File: config.mk
export PLATFORM = sky130hd
export DESIGN_NAME = date_difference_days
export DESIGN_NICKNAME = d
export VERILOG_FILES = /design/src/design/dd_pkg.sv /design/src/design/date_difference_days.sv
export SDC_FILE = /design/constraint.sdc
export NUM_CORES = 1
export LEC_CHECK = 0
export ABC_AREA = 1
export BUFFER_PORTS_ARGS = -buffer_cell sky130_fd_sc_hd__buf_2
export CORE_MARGIN = 2
export CORE_UTILIZATION = 60
export CTS_CLUSTER_SIZE = 40
export DETAILED_ROUTE_END_ITERATION = 12
export PLACE_DENSITY = 0.79
export SKIP_CTS_REPAIR_TIMING = 1
export SLEW_MARGIN = 20
export SYNTH_ARGS = -nofsm -noshare
export SYNTH_HDL_FRONTEND = slang
export SYNTH_SLANG_ARGS = --single-unit
File: constraint.sdc
create_clock -name clk_i -period 4.45 [get_ports clk_i]
set_input_delay 0.445 -clock clk_i [delete_from_list [all_inputs] [get_ports clk_i]]
set_output_delay 0.445 -clock clk_i [all_outputs]
set_load 0.01 [all_outputs]
File: src/design/dd_pkg.sv
// package: shared constants, state type and calendar tables for date difference
`timescale 1ns / 1ps
package dd_pkg;

  localparam int unsigned YearW  = 14;
  localparam int unsigned MonthW = 4;
  localparam int unsigned DayW   = 5;
  localparam int unsigned CountW = 22;
  localparam int unsigned DoyW   = 9;

  localparam logic [YearW-1:0]  YearMin  = 14'd1;
  localparam logic [YearW-1:0]  YearMax  = 14'd9999;
  localparam logic [MonthW-1:0] MonthMin = 4'd1;
  localparam logic [MonthW-1:0] MonthMax = 4'd12;
  localparam logic [MonthW-1:0] MonthFeb = 4'd2;
  localparam logic [DayW-1:0]   DayMin   = 5'd1;
  localparam logic [DayW-1:0]   FebLeap  = 5'd29;
  localparam logic [6:0]        Mod100Top = 7'd99;
  localparam logic [8:0]        Mod400Top = 9'd399;
  localparam logic [CountW-1:0] YearDays  = 22'd365;

  // one-hot sequencer states
  typedef enum logic [4:0] {
    ST_IDLE = 5'b00001,
    ST_WALK = 5'b00010,
    ST_DOY  = 5'b00100,
    ST_DIFF = 5'b01000,
    ST_HOLD = 5'b10000
  } state_e;

  // length of a month in a common year
  function automatic logic [DayW-1:0] month_len(input logic [MonthW-1:0] m);
    logic [DayW-1:0] len;
    case (m)
      4'd1:    len = 5'd31;
      4'd2:    len = 5'd28;
      4'd3:    len = 5'd31;
      4'd4:    len = 5'd30;
      4'd5:    len = 5'd31;
      4'd6:    len = 5'd30;
      4'd7:    len = 5'd31;
      4'd8:    len = 5'd31;
      4'd9:    len = 5'd30;
      4'd10:   len = 5'd31;
      4'd11:   len = 5'd30;
      default: len = 5'd31;
    endcase
    return len;
  endfunction

  // days before the first of a month in a common year
  function automatic logic [DoyW-1:0] days_before(input logic [MonthW-1:0] m);
    logic [DoyW-1:0] n;
    case (m)
      4'd1:    n = 9'd0;
      4'd2:    n = 9'd31;
      4'd3:    n = 9'd59;
      4'd4:    n = 9'd90;
      4'd5:    n = 9'd120;
      4'd6:    n = 9'd151;
      4'd7:    n = 9'd181;
      4'd8:    n = 9'd212;
      4'd9:    n = 9'd243;
      4'd10:   n = 9'd273;
      4'd11:   n = 9'd304;
      default: n = 9'd334;
    endcase
    return n;
  endfunction

endpackage

File: src/design/date_difference_days.sv
// top level: absolute day count between two gregorian dates by a year walk
//
//  channel  direction  handshake                 word
//  in       input      in_valid_i / in_stall_o   two dates (day, month, year each)
//  out      output     out_valid_o / out_stall_i day_count_o
//
// a word's run time is set by the year walk from year 1 to the larger year,
// one year per cycle through one adder.
// rst_ni clears the sequencer and the output valid; data registers are not reset.
// a finished count waits in the output register, so the next word is taken then;
// a new count leaves the sequencer only once that register is free.
`timescale 1ns / 1ps
module date_difference_days (
  input  logic                           clk_i,
  input  logic                           rst_ni,
  input  logic                           in_valid_i,
  output logic                           in_stall_o,
  input  logic [dd_pkg::DayW-1:0]        first_day_i,
  input  logic [dd_pkg::MonthW-1:0]      first_month_i,
  input  logic [dd_pkg::YearW-1:0]       first_year_i,
  input  logic [dd_pkg::DayW-1:0]        second_day_i,
  input  logic [dd_pkg::MonthW-1:0]      second_month_i,
  input  logic [dd_pkg::YearW-1:0]       second_year_i,
  output logic                           out_valid_o,
  input  logic                           out_stall_i,
  output logic [dd_pkg::CountW-1:0]      day_count_o
);

  dd_pkg::state_e state_q, state_d;

  logic [dd_pkg::YearW-1:0]  ylo_q, yhi_q, y_q;
  logic [dd_pkg::MonthW-1:0] mlo_q, mhi_q;
  logic [dd_pkg::DayW-1:0]   dlo_q, dhi_q;
  logic [6:0]                m100_q;
  logic [8:0]                m400_q;
  logic [dd_pkg::CountW-1:0] acc_q;
  logic                      leap_lo_q, leap_hi_q;
  logic [dd_pkg::DoyW-1:0]   doy_lo_q, doy_hi_q;
  logic                      out_valid_q;
  logic [dd_pkg::CountW-1:0] out_q;

  // clamped input fields
  logic [dd_pkg::YearW-1:0]  y1, y2;
  logic [dd_pkg::MonthW-1:0] m1, m2;
  logic [dd_pkg::DayW-1:0]   d1, d2;
  logic                      swap;

  always_comb begin
    y1 = first_year_i;
    if (y1 < dd_pkg::YearMin) y1 = dd_pkg::YearMin;
    if (y1 > dd_pkg::YearMax) y1 = dd_pkg::YearMax;
    y2 = second_year_i;
    if (y2 < dd_pkg::YearMin) y2 = dd_pkg::YearMin;
    if (y2 > dd_pkg::YearMax) y2 = dd_pkg::YearMax;
    m1 = first_month_i;
    if (m1 < dd_pkg::MonthMin) m1 = dd_pkg::MonthMin;
    if (m1 > dd_pkg::MonthMax) m1 = dd_pkg::MonthMax;
    m2 = second_month_i;
    if (m2 < dd_pkg::MonthMin) m2 = dd_pkg::MonthMin;
    if (m2 > dd_pkg::MonthMax) m2 = dd_pkg::MonthMax;
    d1 = (first_day_i < dd_pkg::DayMin) ? dd_pkg::DayMin : first_day_i;
    d2 = (second_day_i < dd_pkg::DayMin) ? dd_pkg::DayMin : second_day_i;
    swap = (y1 > y2);
  end

  // leap test of the walk year from its running residues
  logic walk_leap, walk_in_span, walk_last;
  assign walk_leap    = ((y_q[1:0] == 2'd0) && (m100_q != 7'd0)) || (m400_q == 9'd0);
  assign walk_in_span = (y_q >= ylo_q) && (y_q < yhi_q);
  assign walk_last    = (y_q == yhi_q);

  // day of year with the day clamped to its month
  logic [dd_pkg::DayW-1:0] len_lo, len_hi, dc_lo, dc_hi;
  logic [dd_pkg::DoyW-1:0] doy_lo, doy_hi;

  always_comb begin
    len_lo = (mlo_q == dd_pkg::MonthFeb && leap_lo_q) ? dd_pkg::FebLeap
                                                      : dd_pkg::month_len(mlo_q);
    len_hi = (mhi_q == dd_pkg::MonthFeb && leap_hi_q) ? dd_pkg::FebLeap
                                                      : dd_pkg::month_len(mhi_q);
    dc_lo  = (dlo_q > len_lo) ? len_lo : dlo_q;
    dc_hi  = (dhi_q > len_hi) ? len_hi : dhi_q;
    doy_lo = dd_pkg::days_before(mlo_q) + dd_pkg::DoyW'(dc_lo)
           + dd_pkg::DoyW'((mlo_q > dd_pkg::MonthFeb) && leap_lo_q);
    doy_hi = dd_pkg::days_before(mhi_q) + dd_pkg::DoyW'(dc_hi)
           + dd_pkg::DoyW'((mhi_q > dd_pkg::MonthFeb) && leap_hi_q);
  end

  // final combine: year span plus later offset minus earlier offset, absolute
  logic [dd_pkg::CountW-1:0] sum_hi, diff;
  always_comb begin
    sum_hi = acc_q + dd_pkg::CountW'(doy_hi_q);
    diff   = (sum_hi >= dd_pkg::CountW'(doy_lo_q)) ? sum_hi - dd_pkg::CountW'(doy_lo_q)
                                                   : dd_pkg::CountW'(doy_lo_q) - sum_hi;
  end

  logic out_free;
  assign out_free = !out_valid_q || !out_stall_i;

  // sequencer
  always_comb begin
    state_d = state_q;
    case (state_q)
      dd_pkg::ST_IDLE: if (in_valid_i) state_d = dd_pkg::ST_WALK;
      dd_pkg::ST_WALK: if (walk_last) state_d = dd_pkg::ST_DOY;
      dd_pkg::ST_DOY:  state_d = dd_pkg::ST_DIFF;
      dd_pkg::ST_DIFF: state_d = dd_pkg::ST_HOLD;
      dd_pkg::ST_HOLD: if (out_free) state_d = dd_pkg::ST_IDLE;
      default:         state_d = dd_pkg::ST_IDLE;
    endcase
  end

  always_ff @(posedge clk_i or negedge rst_ni) begin
    if (!rst_ni) begin
      state_q <= dd_pkg::ST_IDLE;
    end else begin
      state_q <= state_d;
    end
  end

  // capture, walk and combine datapath
  always_ff @(posedge clk_i) begin
    case (state_q)
      dd_pkg::ST_IDLE: begin
        if (in_valid_i) begin
          ylo_q  <= swap ? y2 : y1;
          mlo_q  <= swap ? m2 : m1;
          dlo_q  <= swap ? d2 : d1;
          yhi_q  <= swap ? y1 : y2;
          mhi_q  <= swap ? m1 : m2;
          dhi_q  <= swap ? d1 : d2;
          y_q    <= dd_pkg::YearMin;
          m100_q <= 7'd1;
          m400_q <= 9'd1;
          acc_q  <= '0;
        end
      end
      dd_pkg::ST_WALK: begin
        if (y_q == ylo_q) leap_lo_q <= walk_leap;
        if (walk_last) leap_hi_q <= walk_leap;
        if (walk_in_span) acc_q <= acc_q + dd_pkg::YearDays + dd_pkg::CountW'(walk_leap);
        y_q    <= y_q + 1'b1;
        m100_q <= (m100_q == dd_pkg::Mod100Top) ? 7'd0 : m100_q + 1'b1;
        m400_q <= (m400_q == dd_pkg::Mod400Top) ? 9'd0 : m400_q + 1'b1;
      end
      dd_pkg::ST_DOY: begin
        doy_lo_q <= doy_lo;
        doy_hi_q <= doy_hi;
      end
      dd_pkg::ST_DIFF: begin
        acc_q <= diff;
      end
      default: begin
      end
    endcase
  end

  // output register
  always_ff @(posedge clk_i or negedge rst_ni) begin
    if (!rst_ni) begin
      out_valid_q <= 1'b0;
    end else if (state_q == dd_pkg::ST_HOLD && out_free) begin
      out_valid_q <= 1'b1;
    end else if (!out_stall_i) begin
      out_valid_q <= 1'b0;
    end
  end

  always_ff @(posedge clk_i) begin
    if (state_q == dd_pkg::ST_HOLD && out_free) begin
      out_q <= acc_q;
    end
  end

  assign in_stall_o  = (state_q != dd_pkg::ST_IDLE);
  assign out_valid_o = out_valid_q;
  assign day_count_o = out_q;

endmodule
==> impl_metrics.yaml <==
floorplan:
  rows: 52
  coreArea_mm2: 0.02023
  die_h_um: 147.6
  initial_core_util: 0.6117
  dieWidth_um: 147.6
  io_pins: 74
  die_area_mm2: 0.02179
timing:
  drv_slew: 0
  setup_viol_count_final: 0
  worst_pin_slew_ps: 825.8
  min_period_over_period: 0.9096
  rsz0062_at_grt: "false"
  fin_setup_tns_ps: 0
  finalHoldViolCount: 0
  fmax_ghz: 0.2470
  relSlewSlack: 0.4489
  fin_ws_ps: 402.1
  fin_crit_ps: 4048
  skew_ps: 13.19
setup_path:
  path_class: "register to register"
  max_stage_delay_ps: 470
  path_common_cell: "nand2_1"
  arrival_ps: 4230
  path_cells: "ha_1, fa_1, nand3_1, nand3_1, nand2_1, nand2_1, xor2_1, ha_1, nand2_1, o21ai_0, a21oi_1, o21ai_0, nand2_1, xor2_1, nand2_1, nand3b_1, o31ai_1"
  cp_top_family: "adder cells"
  cp-start-kind: "register"
  cp_slowest_cell: "fa_1"
  crit_required_ps: 4630
  worst-path-buf-inv: 0
  cp_max_fo: 6
  worst_setup_path_end_kind: "register"
cts:
  cts_buffer_depth: 2
  ctsHtreeMaxLevel: 4
  numCtsBuffers: 17
  cts_tree: "yes"
  clkSinkCount: 168
  root_buffer: "clkbuf_16"
  clkTransAtPathRegs_ps: 80
  clk_latency_ps: 430
route:
  wirelength_um: 29990
  drt-initial-drc-count: 709
  detail-route-antenna-nets: 0
  drc_errors: 0
  dr.pass1.iters: 5
  routedWlPerCell_um: 15.05
  vias: 10862
  viasPerCell: 5.450
place:
  gp_congestion: 0.9987
  dp_hpwl_um: 23270
  place_ws_ps: 432.3
  numPortBuffers: 73
global_routing:
  grt_max_degree: 41
  grt_use_total: 0.2825
  grt-ovfl-total: 0
  grt_pass1_vias: 10503
  antenna_found_initial: 0
  grt_pass1_wl_um: 49520
synthesis:
  synth-edff-count: 140
  synth_area_per_cell_um2: 7.594
  yosysSeqAreaShare: 0.3874
  muxShareOfSynthArea: 0
  synthArstFlopShare: 0.03571
  yosys.area.top_type: "edfxtp_1"
  syn_inst: 1630
  synth_compound_gate_area_share: 0.09168
  yosysTopAreaCellShare: 0.3396
  synthSimpleGateAreaFrac: 0.2886
  synth_cell_types: 55
  yosysWarnings: 0
  synth_top_family_by_area: "simple AND/OR/NAND/NOR gates"
  synth_flop_cell: "edfxtp_1"
  ys_seq_elements: 168
  synth_area_mm2: 0.01238
  synthAdderAreaFrac: 0.1124
  synth_nets: 1787
  synthXorXnorAreaFrac: 0.03396
  netlist_top_cells_area: "edfxtp_1 34%, nand2_1 14%, ha_1 10%"
power_and_ir_drop:
  cellPowerDensity_mw_per_mm2: 660.8
  peakVddDrop_uv: 430.8
  power_leakage_nw: 6.588
finish:
  fillers: 1715
  layout.nets: 1867
  drive_gt1_frac: 0.1080
  n_antenna_cell: 0
  syn_to_final_growth_pct: 10.52
job:
  max-cap-violations: 0
min_path:
  hold_path.class: "primary input to register"
run_status:
  status: "finished clean"
==> path summary, 6_finish.rpt <==
kind | startpoint | end | slack, ps | depth (start not counted)
worst min-delay path | out_stall_i | out_valid_o | 270 | 3
worst max-delay path | acc_q[0] | acc_q[14] | 400 | 17
max in group asynchronous | rst_ni | state_q[0] | 3840 | 2
worst max register to register | acc_q[0] | acc_q[14] | 400 | 17
worst min register to register | acc_q[0] | day_count_o[0] | 500 | 0
min in group asynchronous | rst_ni | state_q[4] | 380 | 2
==> final cells by class <==
cell class,instances,area (um^2),area share
Timing Repair Buffer,90,495.5,0.03622
Clock buffer,19,454.2,0.03320
Multi-Input combinational cell,1185,6543,0.4782
Sequential cell,168,4796,0.3506
Clock inverter,13,118.9,0.008689
Inverter,248,935.9,0.06841
Tap cell,270,337.8,0.02469
==> metal layers <==
metal  routed length (um)  global-route usage  share of wire  up-vias
li1                     -                   -              -     5517
met1                12630              0.3535           0.42     4881
met2                14210              0.4819           0.47      375
met3                 1818             0.04352          0.061       89
met4                 1335              0.1327          0.045        0
met5                    0                   0              0        -
==> where the power goes <==
part | leakage (nW) | total, mW | switching, mW | internal [mW]
Sequential | 1.58 | 2.77 | 0.405 | 2.37
Clock | 0.286 | 1.45 | 0.677 | 0.775
Combinational | 4.72 | 4.82 | 3.25 | 1.57
Total | 6.59 | 9.04 | 4.33 | 4.71
==> kinds of logic after synthesis <==
kind of cell,count (synthesis)
and+or+nand+nor,822
buffers and inverters,277
AOI/OAI and AO/OA,208
DFF,168
adders and majority gates,107
xor gates and xnor gates,48
==> worst min-delay path, delay by kind of cell <==
family,cells,cell delay [ps]
AND/OR/NAND/NOR,2,120
buffers and inverters,1,100
==> cell usage in the layout (no fill, tap or decap), drive strengths merged, types with 2 or more instances in the layout <==
master | synthesis | routed
edfxtp | 140 | 140
fa | 7 | 7
nor2 | 135 | 135
xnor2 | 6 | 6
dfrtp | 5 | 5
clkinv | 2 | 4
or2 | 11 | 11
nor3b | 6 | 6
a21boi | 4 | 4
o211ai | 2 | 2
a31oi | 2 | 2
xor2 | 42 | 42
o21ai | 98 | 98
clkbuf | 22 | 19
a21oi | 80 | 80
dfxtp | 22 | 22
nand3b | 2 | 2
nor3 | 26 | 26
nand3 | 129 | 129
nor4 | 16 | 16
nand4 | 20 | 20
a21o | 2 | 2
o21a | 4 | 4
o31ai | 5 | 5
o21bai | 2 | 2
ha | 100 | 100
buf | 7 | 89
a41oi | 2 | 2
nand2 | 476 | 476
inv | 246 | 257
==> Yosys cell counts (4+ instances only) <==
cell	n
a21oi_1	79
clkbuf_1	22
dfrtp_1	5
dfxtp_1	22
edfxtp_1	140
fa_1	7
ha_1	100
inv_1	231
inv_2	14
nand2_1	460
nand2_2	14
nand3_1	124
nand3_2	5
nand4_1	20
nor2_1	129
nor3_1	24
nor3b_1	6
nor4_1	14
o21a_1	4
o21ai_0	92
o21ai_1	6
o31ai_1	5
or2_2	11
xnor2_1	6
xor2_1	42
==> metrics by stage <==
step                      utilization  total power [mW]  hold slack (ps)  instance area [um^2]  instances
final                          0.6761             9.040            274.5                 13680       1993
after detailed placement       0.6473             7.465            280.3                 13100       1960
after CTS                      0.6756             8.946           -174.6                 13670       1992
after floorplan                     -             6.106            149.4                 12380       1630
after global routing           0.6761             9.719            300.1                 13680       1993
after global placement         0.6473             7.338            273.4                 13100       1960
No activity file was read; power rests on OpenSTA's default activity.
